## src/rtl/core/afc_pkg.sv

```systemverilog
// afc_pkg: shared constants and result type of the addressed frame checker
// no dependencies; imported by addressed_frame_checker_top and its testbench
package afc_pkg;

    localparam logic [7:0] MAX_FRAME_BYTES = 8'd253;
    localparam logic [7:0] MIN_FRAME_BYTES = 8'd6;
    localparam logic [7:0] START_BYTE      = 8'hAA;

    localparam int unsigned QUEUE_DEPTH = 4;
    localparam int unsigned QPTR_W      = 2;
    localparam int unsigned QCNT_W      = 3;

    localparam logic [QCNT_W-1:0] QUEUE_FULL_LEVEL = 3'd4;
    localparam logic [QCNT_W-1:0] QUEUE_PUSH_LEVEL = 3'd2;

    localparam int unsigned PADDR_W = 2;
    localparam logic [PADDR_W-1:0] ADDR_LOCAL_ADDRESS = 2'd0;

    localparam logic [2:0] VERDICT_ACCEPTED     = 3'd0;
    localparam logic [2:0] VERDICT_TOO_SHORT    = 3'd1;
    localparam logic [2:0] VERDICT_BAD_START    = 3'd2;
    localparam logic [2:0] VERDICT_ADDR_MISMATCH = 3'd3;
    localparam logic [2:0] VERDICT_BAD_CHECKSUM = 3'd4;

    typedef struct packed {
        logic [7:0]  payload_byte;
        logic        end_of_frame;
        logic [2:0]  verdict;
        logic [15:0] source_address;
        logic [7:0]  frame_length;
    } afc_result_t;

endpackage

```

## src/rtl/core/addressed_frame_checker_top.sv

```systemverilog
// addressed_frame_checker_top: frame byte checker with apb local address register
// depends on afc_pkg
//
// usage
// the s_ channel carries one received frame word per handshake, s_frame_end on
// the last word of a frame. each word is checked in the cycle it is accepted
// and its results (a delayed payload word and, on the last word, a verdict
// word) go into a four entry result queue that drives the m_ channel.
// a result is written into the queue when its word is accepted and is offered on m_
// once it reaches the head of the queue. one input word per cycle while s_ready is
// high; a frame end word yields up to two results.
// s_ready is high while the result queue has room for two results; when the
// receiver stalls the queue fills and s_ready drops, nothing is lost.
// local_address sits at apb byte address 0, write it only while idle.
// reset (aresetn low, synchronous) clears the frame state, empties the queue
// and sets local_address to 0.
module addressed_frame_checker_top (
    input  logic                          aclk,
    input  logic                          aresetn,
    input  logic                          psel,
    input  logic                          penable,
    input  logic                          pwrite,
    input  logic [afc_pkg::PADDR_W-1:0]   paddr,
    input  logic [31:0]                   pwdata,
    output logic [31:0]                   prdata,
    output logic                          pready,
    input  logic                          s_valid,
    output logic                          s_ready,
    input  logic [7:0]                    s_rx_byte,
    input  logic                          s_frame_end,
    output logic                          m_valid,
    input  logic                          m_ready,
    output logic [7:0]                    m_payload_byte,
    output logic                          m_end_of_frame,
    output logic [2:0]                    m_verdict,
    output logic [15:0]                   m_source_address,
    output logic [7:0]                    m_frame_length
);
    import afc_pkg::*;

    logic [15:0] local_address_reg;

    logic [7:0]  byte_count_reg, byte_count_next;
    logic [7:0]  running_sum_reg, running_sum_next;
    logic [7:0]  held_byte_reg, held_byte_next;
    logic        start_ok_reg, start_ok_next;
    logic [15:0] sender_reg, sender_next;
    logic [7:0]  dest_high_reg, dest_high_next;
    logic        dest_match_reg, dest_match_next;

    afc_result_t             queue_reg [QUEUE_DEPTH];
    logic [QPTR_W-1:0]       wr_ptr_reg, wr_ptr_next;
    logic [QPTR_W-1:0]       rd_ptr_reg, rd_ptr_next;
    logic [QCNT_W-1:0]       count_reg, count_next;

    logic        s_accept, m_accept, cfg_write;
    logic        kept, emit_pay;
    logic [7:0]  upd_count, upd_sum, upd_held, chk_expect;
    logic        upd_start_ok, upd_dest_match;
    logic [15:0] upd_sender;
    logic [7:0]  upd_dest_high;
    logic [2:0]  verdict;
    afc_result_t pay_res, verd_res;
    logic [QPTR_W-1:0] wr_ptr_plus1;
    logic [QCNT_W-1:0] push_n;

    // apb register
    assign pready    = 1'b1;
    assign cfg_write = psel && penable && pwrite && pready && (paddr == ADDR_LOCAL_ADDRESS);
    assign prdata    = (paddr == ADDR_LOCAL_ADDRESS) ? {16'd0, local_address_reg} : 32'd0;

    always_ff @(posedge aclk) begin
        if (!aresetn) begin
            local_address_reg <= 16'd0;
        end else if (cfg_write) begin
            local_address_reg <= pwdata[15:0];
        end
    end

    assign s_ready  = (count_reg <= QUEUE_PUSH_LEVEL);
    assign s_accept = s_valid && s_ready;
    assign m_valid  = (count_reg != '0);
    assign m_accept = m_valid && m_ready;

    // frame check of the accepted word
    always_comb begin
        kept           = (byte_count_reg < MAX_FRAME_BYTES);
        emit_pay       = kept && (byte_count_reg >= MIN_FRAME_BYTES)
                         && start_ok_reg && dest_match_reg;
        upd_count      = byte_count_reg;
        upd_sum        = running_sum_reg;
        upd_held       = held_byte_reg;
        upd_start_ok   = start_ok_reg;
        upd_sender     = sender_reg;
        upd_dest_high  = dest_high_reg;
        upd_dest_match = dest_match_reg;
        if (kept) begin
            case (byte_count_reg)
                8'd0: begin
                    upd_start_ok = (s_rx_byte == START_BYTE);
                end
                8'd1: begin
                    upd_sender = {s_rx_byte, sender_reg[7:0]};
                end
                8'd2: begin
                    upd_sender = {sender_reg[15:8], s_rx_byte};
                end
                8'd3: begin
                    upd_dest_high = s_rx_byte;
                end
                8'd4: begin
                    upd_dest_match = ({dest_high_reg, s_rx_byte} == local_address_reg);
                end
                default: begin
                end
            endcase
            upd_sum   = running_sum_reg + held_byte_reg;
            upd_held  = s_rx_byte;
            upd_count = byte_count_reg + 8'd1;
        end

        chk_expect = 8'd0 - upd_sum;
        if (upd_count < MIN_FRAME_BYTES) begin
            verdict = VERDICT_TOO_SHORT;
        end else if (!upd_start_ok) begin
            verdict = VERDICT_BAD_START;
        end else if (!upd_dest_match) begin
            verdict = VERDICT_ADDR_MISMATCH;
        end else if (chk_expect != upd_held) begin
            verdict = VERDICT_BAD_CHECKSUM;
        end else begin
            verdict = VERDICT_ACCEPTED;
        end

        pay_res  = '{payload_byte: held_byte_reg, end_of_frame: 1'b0,
                     verdict: VERDICT_ACCEPTED, source_address: 16'd0, frame_length: 8'd0};
        verd_res = '{payload_byte: 8'd0, end_of_frame: 1'b1, verdict: verdict,
                     source_address: upd_sender, frame_length: upd_count};

        byte_count_next  = byte_count_reg;
        running_sum_next = running_sum_reg;
        held_byte_next   = held_byte_reg;
        start_ok_next    = start_ok_reg;
        sender_next      = sender_reg;
        dest_high_next   = dest_high_reg;
        dest_match_next  = dest_match_reg;
        if (s_accept) begin
            if (s_frame_end) begin
                byte_count_next  = 8'd0;
                running_sum_next = 8'd0;
                held_byte_next   = 8'd0;
                start_ok_next    = 1'b0;
                sender_next      = 16'd0;
                dest_high_next   = 8'd0;
                dest_match_next  = 1'b0;
            end else begin
                byte_count_next  = upd_count;
                running_sum_next = upd_sum;
                held_byte_next   = upd_held;
                start_ok_next    = upd_start_ok;
                sender_next      = upd_sender;
                dest_high_next   = upd_dest_high;
                dest_match_next  = upd_dest_match;
            end
        end
    end

    always_ff @(posedge aclk) begin
        if (!aresetn) begin
            byte_count_reg  <= 8'd0;
            running_sum_reg <= 8'd0;
            held_byte_reg   <= 8'd0;
            start_ok_reg    <= 1'b0;
            sender_reg      <= 16'd0;
            dest_high_reg   <= 8'd0;
            dest_match_reg  <= 1'b0;
        end else begin
            byte_count_reg  <= byte_count_next;
            running_sum_reg <= running_sum_next;
            held_byte_reg   <= held_byte_next;
            start_ok_reg    <= start_ok_next;
            sender_reg      <= sender_next;
            dest_high_reg   <= dest_high_next;
            dest_match_reg  <= dest_match_next;
        end
    end

    // result queue
    assign wr_ptr_plus1 = wr_ptr_reg + {{(QPTR_W-1){1'b0}}, 1'b1};

    always_comb begin
        push_n = '0;
        if (s_accept) begin
            push_n = {{(QCNT_W-1){1'b0}}, emit_pay} + {{(QCNT_W-1){1'b0}}, s_frame_end};
        end
        wr_ptr_next = wr_ptr_reg + push_n[QPTR_W-1:0];
        rd_ptr_next = m_accept ? rd_ptr_reg + {{(QPTR_W-1){1'b0}}, 1'b1} : rd_ptr_reg;
        count_next  = count_reg + push_n - {{(QCNT_W-1){1'b0}}, m_accept};
    end

    always_ff @(posedge aclk) begin
        if (s_accept) begin
            if (emit_pay) begin
                queue_reg[wr_ptr_reg] <= pay_res;
                if (s_frame_end) begin
                    queue_reg[wr_ptr_plus1] <= verd_res;
                end
            end else if (s_frame_end) begin
                queue_reg[wr_ptr_reg] <= verd_res;
            end
        end
    end

    always_ff @(posedge aclk) begin
        if (!aresetn) begin
            wr_ptr_reg <= '0;
            rd_ptr_reg <= '0;
            count_reg  <= '0;
        end else begin
            wr_ptr_reg <= wr_ptr_next;
            rd_ptr_reg <= rd_ptr_next;
            count_reg  <= count_next;
        end
    end

    assign m_payload_byte   = queue_reg[rd_ptr_reg].payload_byte;
    assign m_end_of_frame   = queue_reg[rd_ptr_reg].end_of_frame;
    assign m_verdict        = queue_reg[rd_ptr_reg].verdict;
    assign m_source_address = queue_reg[rd_ptr_reg].source_address;
    assign m_frame_length   = queue_reg[rd_ptr_reg].frame_length;

    // checks
    a_queue_bound : assert property (@(posedge aclk) disable iff (!aresetn)
        count_reg <= QUEUE_FULL_LEVEL)
        else $error("result queue overflow");

    a_count_bound : assert property (@(posedge aclk) disable iff (!aresetn)
        byte_count_reg <= MAX_FRAME_BYTES)
        else $error("byte count beyond frame limit");

    a_frame_clear : assert property (@(posedge aclk) disable iff (!aresetn)
        (s_accept && s_frame_end) |=> (byte_count_reg == 8'd0) && !start_ok_reg
                                      && !dest_match_reg)
        else $error("frame state not cleared after verdict");

    a_pay_clean : assert property (@(posedge aclk) disable iff (!aresetn)
        (m_valid && !m_end_of_frame) |-> (m_verdict == VERDICT_ACCEPTED)
                                         && (m_source_address == 16'd0)
                                         && (m_frame_length == 8'd0))
        else $error("payload word carries verdict fields");

    a_verdict_len : assert property (@(posedge aclk) disable iff (!aresetn)
        (m_valid && m_end_of_frame && (m_verdict != VERDICT_TOO_SHORT))
            |-> (m_frame_length >= MIN_FRAME_BYTES))
        else $error("long verdict on short frame");

endmodule

```

## config.mk

```make
export PLATFORM = sky130hd
export DESIGN_NAME = addressed_frame_checker_top
export DESIGN_NICKNAME = d
export VERILOG_FILES = /design/src/rtl/core/afc_pkg.sv /design/src/rtl/core/addressed_frame_checker_top.sv
export SDC_FILE = /design/constraint.sdc
export NUM_CORES = 1
export LEC_CHECK = 0
export BUFFER_PORTS_ARGS = -buffer_cell sky130_fd_sc_hd__buf_2
export CORE_UTILIZATION = 34
export CTS_CLUSTER_SIZE = 24
export DETAILED_ROUTE_END_ITERATION = 6
export GPL_ROUTABILITY_DRIVEN = 0
export PLACE_DENSITY = 0.49
export SLEW_MARGIN = 25
export SYNTH_ARGS = -nofsm -noshare
export SYNTH_HDL_FRONTEND = slang
export SYNTH_SLANG_ARGS = --single-unit
export TNS_END_PERCENT = 20
```

## constraint.sdc

```tcl
create_clock -name aclk -period 3.6 [get_ports aclk]
set_input_delay 0.72 -clock aclk [delete_from_list [all_inputs] [get_ports aclk]]
set_output_delay 0.72 -clock aclk [all_outputs]
set_load 0.05 [all_outputs]
```

==> summary.txt, run 1 <==
status: finished with violations
violated checks: DRC
share of flip-flops with an asynchronous set or reset after synthesis: 0
type of the most critical hold path: input port to register
cell at the slowest stage of the critical path: fa_1
CP endpoint kind: register
placement-stage worst setup slack: 0.159 ns
detailed-route DRC error count: 12
highest layer used for signal routing: met4
fraction of layout instances using a drive strength above 1: 0.208
launch instance of the worst min-delay path: pwdata[7]
Maximum Capacitance Violations: 0
total half-perimeter wirelength after legalization and detailed placement: 17,600 um
FILL cells: 3,019
die span in x: 179 um
overall routed net length: 27,300 um
Starting Density: 0.348
TritonCTS sink count: 219
instance count after placement with tap cells included: 1,452
largest fanout on the critical path: 5
Final nets: 1,157
number of flops mapped to enable cells by yosys: 108
total via count after detailed routing: 7,434
worst hold path depth: 3
max-slew violation total from the final report: 0
area of the multi-input gates: 4880 um2
critical path launch point type: register
slew of the pin with the lowest slew margin: 0.889 ns
number of buffers on the longest clock path: 3
final clock period utilization by the worst path: 0.955
wire length of the first global-routing pass: 42,900 um
WL per Instance: 18.1 um
vertical die dimension: 179 um
antenna-violating nets left: 0
largest stage delay on the critical path: 0.47 ns
end of the worst register-to-register path: queue_reg[0][26]$_DFFE_PP_
final period demand of the worst path: 3.44 ns
cell area after technology mapping: 10,700 um2
count of unique library cells instantiated by Yosys: 68
flip-flop and latch area: 5470 um2
Syn Inst Count: 992
vias in the first global route: 7,345
amount of wire on met2 after detailed routing: 12,600 um
Max Clock Skew: 0.0213 ns
cell chosen for the clock root: clkbuf_16
post-synthesis to final-layout area growth: 17.8%
flip-flop count of the largest register, all copies and words added: 144
length of routed met3 wiring: 1170 um
count of input and output buffers: 87
sequential share of the synthesized area: 0.511
timing-limited maximum frequency: 291 MHz
worst vdd rail ir drop: 0.335 mV
RSZ-0062 raised after global routing: yes
required time of the critical path: 3.86 ns
normalized max-slew margin: 0.405
total clock buffers created by CTS: 26
total count of hold-check failures in the final report: 0
row cnt: 64
critical path arrival: 3.70 ns
fraction of the core area covered by cells at the end of the flow: 0.409
core outline area: 30,700 um2
final-report setup violation count: 0
flop and latch count out of synthesis: 219
PD cells: 592 nW/um2
DRC violation total after the first TritonRoute iteration: 491
number of detailed-route iterations in the first pass: 7
Worst-path clk slew: 0.06 ns
synth warn: 0
GRT Total Usage: 0.174
met1 layer wirelength in the final routing: 13,000 um
CTS tree: yes
Crit Path Category: register to register
Total Die Area: 32,100 um2
via density per instance: 4.95
end of the worst hold path: local_address_reg[7]$_SDFFE_PN0P_
start of the worst register-to-register path: held_byte_reg[0]$_SDFFE_PN0P_
final worst-path setup slack: 0.163 ns
total I/O pin count: 121
Avg Cell Area, Syn: 10.8 um2
H-tree depth: 1
Skew-Pair Late Insertion Delay: 0.54 ns
Register-to-Register Setup Slack: 0.16 ns
crit path cell chain: ha_1 > fa_1 > a211o_1 > a21oi_2 > o22ai_1 > o31ai_4 > a2111oi_1 > a311oi_2 > nand4_1 > a2111oi_4 > buf_4 > nor3_1
worst-case reg-to-reg path depth: 12
most used flip-flop cell after synthesis: dfxtp_1
initial antenna violation count: 0
Antenna Diode Count: 0
maximum number of pins on one net before global-route repair: 50
leakage component of the power: 4.72 nW
Congestion Overflow GR: 0
non-filler instance count after layout: 1,502
-- cell usage after synthesis (3+ instances only) --
master | n | area (um2)
nor2_1 | 155 | 582
dfxtp_1 | 111 | 2220
edfxtp_1 | 108 | 3240
nand2_1 | 84 | 315
and2_1 | 65 | 407
clkbuf_1 | 45 | 169
o21ai_0 | 43 | 215
mux2i_1 | 39 | 390
mux4_2 | 36 | 811
xor2_1 | 31 | 272
a22oi_1 | 26 | 195
buf_4 | 21 | 158
ha_1 | 19 | 238
nor2b_1 | 19 | 119
a21boi_0 | 18 | 135
inv_1 | 16 | 60.1
nor3_1 | 14 | 70.1
nand3_1 | 12 | 60.1
xnor2_1 | 12 | 105
a21oi_1 | 11 | 55.1
nand4_1 | 8 | 50.1
buf_2 | 7 | 35.0
a32oi_1 | 6 | 52.6
o21ai_1 | 6 | 30.0
nand2b_1 | 5 | 31.3
nor3b_1 | 5 | 37.5
nor4_1 | 5 | 31.3
or2_2 | 4 | 25.0
a211oi_1 | 3 | 22.5
a21o_1 | 3 | 22.5
and3_1 | 3 | 18.8
and4_1 | 3 | 26.3
buf_1 | 3 | 11.3
o22ai_1 | 3 | 18.8
-- worst max-delay path by stage --
stage                                               from  cells after the start                         end
after global placement    byte_count_reg[1]$_SDFFE_PN0P_                     17     count_reg[2]$_SDFF_PN0_
after CTS                 byte_count_reg[1]$_SDFFE_PN0P_                     17     count_reg[2]$_SDFF_PN0_
after global routing      byte_count_reg[1]$_SDFFE_PN0P_                     15  queue_reg[1][26]$_DFFE_PP_
final                      held_byte_reg[0]$_SDFFE_PN0P_                     12  queue_reg[0][26]$_DFFE_PP_
after floorplan           byte_count_reg[0]$_SDFFE_PN0P_                     15  queue_reg[0][26]$_DFFE_PP_
after detailed placement  byte_count_reg[1]$_SDFFE_PN0P_                     14  queue_reg[0][26]$_DFFE_PP_
-- per-stage QoR --
step / instance area (um2) / hold WS, ns / setup TNS, ns / total power, mW
global placement: 11700 / 0.435 / 0 / 4.82
global route: 12600 / 0.432 / -0.0112 / 7.78
finish: 12600 / 0.430 / 0 / 7.45
detailed placement: 11700 / 0.442 / 0 / 4.83
CTS: 12600 / 0.412 / 0 / 7.54
floorplan: 10800 / 0.419 / 0 / 4.36
-- worst max-delay path: cells and delay by family, from the launching register on --
kind	cells	cell delay (ns)
AOI/OAI and AO/OA	7	1.64
DFF	1	0.37
and+or+nand+nor	2	0.23
adders and majority gates	2	0.73
buffers and inverters	1	0.19
-- cells in the final DEF (no fill, tap or decap), drive strengths merged, types with 31 or more instances in the layout --
master	Yosys	routed
nand2	84	84
buf	32	128
clkbuf	45	34
mux4	36	36
nor2	156	156
o21ai	49	49
dfxtp	111	111
edfxtp	108	108
xor2	31	31
mux2i	41	41
and2	66	66
-- layout make-up --
class                      count  area share
clock buffer                  34      0.0541
timing repair buffer         128      0.0640
tap                          396      0.0394
sequential                   219       0.434
inverter                      16     0.00477
clock inverter                14      0.0156
multi-input combinational    695       0.388
-- power breakdown --
part | internal (mW) | leakage, nW | switching [mW]
registers | 2.76 | 1.89 | 0.0991
clock network | 1.63 | 0.420 | 1.06
logic | 0.633 | 2.41 | 1.27
-- per-layer routing --
| layer | GRT usage | vias up |
|---|---|---|
| met5 | 0 | - |
| met4 | 0.0385 | 0 |
| met3 | 0.0229 | 33 |
| met2 | 0.283 | 146 |
| met1 | 0.246 | 3581 |
| li1 | - | 3674 |
-- timing repair --
| action | CTS | global route |
|---|---|---|
| buffers inserted | 0 | 2 |
| gates resized for setup | 0 | 6 |
| hold buffers | 0 | 0 |
| setup endpoints to repair | 0 | 5 |
-- cells by family after synthesis --
kind of cell,synth area share
AO/OA/AOI/OAI,0.0914
adder cells (fa/ha/maj),0.0260
flip-flops,0.511
buffers and inverters,0.0416
AND/OR/NAND/NOR,0.174
multiplexers,0.118
XOR/XNOR,0.0373
other,0.000703
Note: power is estimated with default switching activity, not from simulation.
==> run 2, diff against run 1 <==
==> constraint.sdc (replaced) <==
create_clock -name aclk -period 3.6 [get_ports aclk]
set_input_delay 0.54 -clock aclk [delete_from_list [all_inputs] [get_ports aclk]]
set_output_delay 0.54 -clock aclk [all_outputs]
set_load 0.05 [all_outputs]
==> summary.txt, run 2 (synthesized netlist as in run 1, its figures left out) <==
status: finished with violations (unchanged)
violated checks: DRC (unchanged)
type of the most critical hold path: input port to register (unchanged)
post-synthesis to final-layout area growth: 17.4% (was 17.8%)
internal power consumption: 4.80 mW (was 5.02 mW)
GRT Total Usage: 0.172 (was 0.174)
start of the worst register-to-register path: held_byte_reg[0]$_SDFFE_PN0P_ (unchanged)
switching share of power: 0.335 (was 0.326)
worst-case reg-to-reg path depth: 11 (was 12)
count of input and output buffers: 87 (unchanged)
total I/O pin count: 121 (unchanged)
non-filler instance count after layout: 1,504 (was 1,502)
slew of the pin with the lowest slew margin: 0.959 ns (was 0.889 ns)
H-tree depth: 1 (unchanged)
cell at the slowest stage of the critical path: fa_1 (unchanged)
WL per Instance: 18.1 um (about the same)
wire length of the first global-routing pass: 42,500 um (was 42,900 um)
flip-flop count of the largest register, all copies and words added: 144 (unchanged)
critical path arrival: 3.60 ns (was 3.70 ns)
required time of the critical path: 3.86 ns (about the same)
cell family contributing the most delay on the critical path: compound AO/OA/AOI/OAI gates (unchanged)
Register-to-Register Setup Slack: 0.26 ns (was 0.16 ns)
antenna-violating nets left: 0 (unchanged)
net switching power: 2.42 mW (was 2.43 mW)
worst vdd rail ir drop: 0.344 mV (was 0.335 mV)
initial antenna violation count: 0 (unchanged)
TritonCTS sink count: 219 (unchanged)
most common cell after layout, fill and taps aside: nor2_1 (unchanged)
DRC violation total after the first TritonRoute iteration: 426 (was 491)
maximum number of pins on one net before global-route repair: 62 (was 50)
end of the worst register-to-register path: queue_reg[3][26]$_DFFE_PP_ (was queue_reg[0][26]$_DFFE_PP_)
crit path cell chain: ha_1 > fa_1 > a211o_1 > a21oi_2 > o22ai_1 > o31ai_4 > a2111oi_0 > a311oi_2 > nand4_1 > a2111oi_4 > nor3_1 (was ha_1 > fa_1 > a211o_1 > a21oi_2 > o22ai_1 > o31ai_4 > a2111oi_1 > a311oi_2 > nand4_1 > a2111oi_4 > buf_4 > nor3_1)
portion of total power attributed to the clock network: 0.339 (was 0.362)
Worst-path clk slew: 0.07 ns (was 0.06 ns)
row cnt: 64 (unchanged)
launch instance of the worst min-delay path: pwdata[0] (was pwdata[7])
PD cells: 576 nW/um2 (was 592 nW/um2)
number of buffers and inverters on the critical path: 0 (was 1)
CP endpoint kind: register (unchanged)
timing-limited maximum frequency: 300 MHz (was 291 MHz)
leakage component of the power: 4.70 nW (was 4.72 nW)
largest stage delay on the critical path: 0.45 ns (was 0.47 ns)
commonest non-fill, non-tap cells in the layout: nor2_1 (153), dfxtp_1 (109), edfxtp_1 (108) (unchanged)
vertical die dimension: 179 um (unchanged)
vias in the first global route: 7,279 (was 7,345)
overall routed net length: 27,300 um (about the same)
fraction of layout instances using a drive strength above 1: 0.210 (was 0.208)
instance count after placement with tap cells included: 1,455 (was 1,452)
final-report setup violation count: 0 (unchanged)
number of buffers on the longest clock path: 3 (unchanged)
Max Clock Skew: 0.0247 ns (was 0.0213 ns)
largest fanout on the critical path: 4 (was 5)
critical path launch point type: register (unchanged)
die span in x: 179 um (unchanged)
relative contribution of sequential cells to total power: 0.402 (was 0.383)
via density per instance: 4.99 (was 4.95)
Congestion Overflow GR: 0 (unchanged)
total via count after detailed routing: 7,506 (was 7,434)
Antenna Diode Count: 0 (unchanged)
total half-perimeter wirelength after legalization and detailed placement: 18,000 um (was 17,600 um)
total count of hold-check failures in the final report: 0 (unchanged)
Maximum Capacitance Violations: 0 (unchanged)
Crit Path Category: register to register (unchanged)
end of the worst hold path: local_address_reg[0]$_SDFFE_PN0P_ (was local_address_reg[7]$_SDFFE_PN0P_)
Final nets: 1,160 (was 1,157)
Skew-Pair Late Insertion Delay: 0.55 ns (was 0.54 ns)
Total Die Area: 32,100 um2 (unchanged)
cell chosen for the clock root: clkbuf_16 (unchanged)
Starting Density: 0.348 (unchanged)
number of detailed-route iterations in the first pass: 7 (unchanged)
normalized max-slew margin: 0.361 (was 0.405)
CTS tree: yes (unchanged)
CTS Hold Bufs: 0 (unchanged)
max-slew violation total from the final report: 0 (unchanged)
total clock buffers created by CTS: 25 (was 26)
RSZ-0062 raised after global routing: no (was yes)
detailed-route DRC error count: 12 (unchanged)
cell area after layout: 12,500 um2 (was 12,600 um2)
final clock period utilization by the worst path: 0.927 (was 0.955)
post-route setup TNS: 0 ns (unchanged)
logic gate share of total power: 0.258 (was 0.255)
core outline area: 30,700 um2 (unchanged)
Post-DP Area: 11,700 um2 (about the same)
worst hold path depth: 3 (unchanged)
final period demand of the worst path: 3.34 ns (was 3.44 ns)
==> run 2: power groups by stage <==
stage               logic [mW]  clock network, mW  registers [mW]
CTS                       1.87               2.51            2.91
global placement          1.86                  0            2.96
finish                    1.87               2.45            2.91
global route              2.00               2.61            2.93
floorplan                 1.50                  0            2.86
detailed placement        1.86                  0            2.96
==> run 2: through the flow <==
stage	worst slack (ns)	util	total power, mW	hold WS (ns)
after floorplan	0.0359	-	4.36	0.419
after global placement	0.220	0.380	4.82	0.433
after detailed placement	0.160	0.380	4.83	0.443
after CTS	0.113	0.406	7.29	0.231
after global routing	0.00291	0.408	7.55	0.247
final	0.264	0.408	7.22	0.253
==> run 2: tightest hold or removal path, cell delays in order <==
cell and delay [ns]:
buf_2 0.10, nand2_1 0.04, a21boi_0 0.06
==> run 2: metal layers <==
metal	vias to the layer above	part of all wire	global-route usage
met5	-	0	0
li1	3673	-	-
met3	29	0.033	0.0197
met4	0	0.013	0.0340
met1	3666	0.49	0.246
met2	138	0.47	0.278
==> run 2: cell type report <==
cell class	instances	area (um2)
Fill cell	3041	18200
Tap cell	396	495
Multi-Input combinational cell	695	4900
Timing Repair Buffer	132	836
Clock inverter	13	108
Clock buffer	33	676
Inverter	16	60.1
Sequential cell	219	5470
==> run 2: worst max-delay path by stage <==
| stage | from | end | cells past startpoint |
|---|---|---|---|
| final | held_byte_reg[0]$_SDFFE_PN0P_ | queue_reg[3][26]$_DFFE_PP_ | 11 |
| after global routing | held_byte_reg[0]$_SDFFE_PN0P_ | queue_reg[0][26]$_DFFE_PP_ | 11 |
| after CTS | byte_count_reg[1]$_SDFFE_PN0P_ | count_reg[2]$_SDFF_PN0_ | 17 |
| after detailed placement | byte_count_reg[1]$_SDFFE_PN0P_ | count_reg[2]$_SDFF_PN0_ | 17 |
| after global placement | byte_count_reg[0]$_SDFFE_PN0P_ | count_reg[2]$_SDFF_PN0_ | 17 |
| after floorplan | byte_count_reg[0]$_SDFFE_PN0P_ | queue_reg[0][26]$_DFFE_PP_ | 15 |
==> run 2: what timing repair did <==
action / CTS / global route
buffers inserted: 0 / 3
endpoints found under the setup margin: 0 / 5
gates resized for setup: 0 / 9
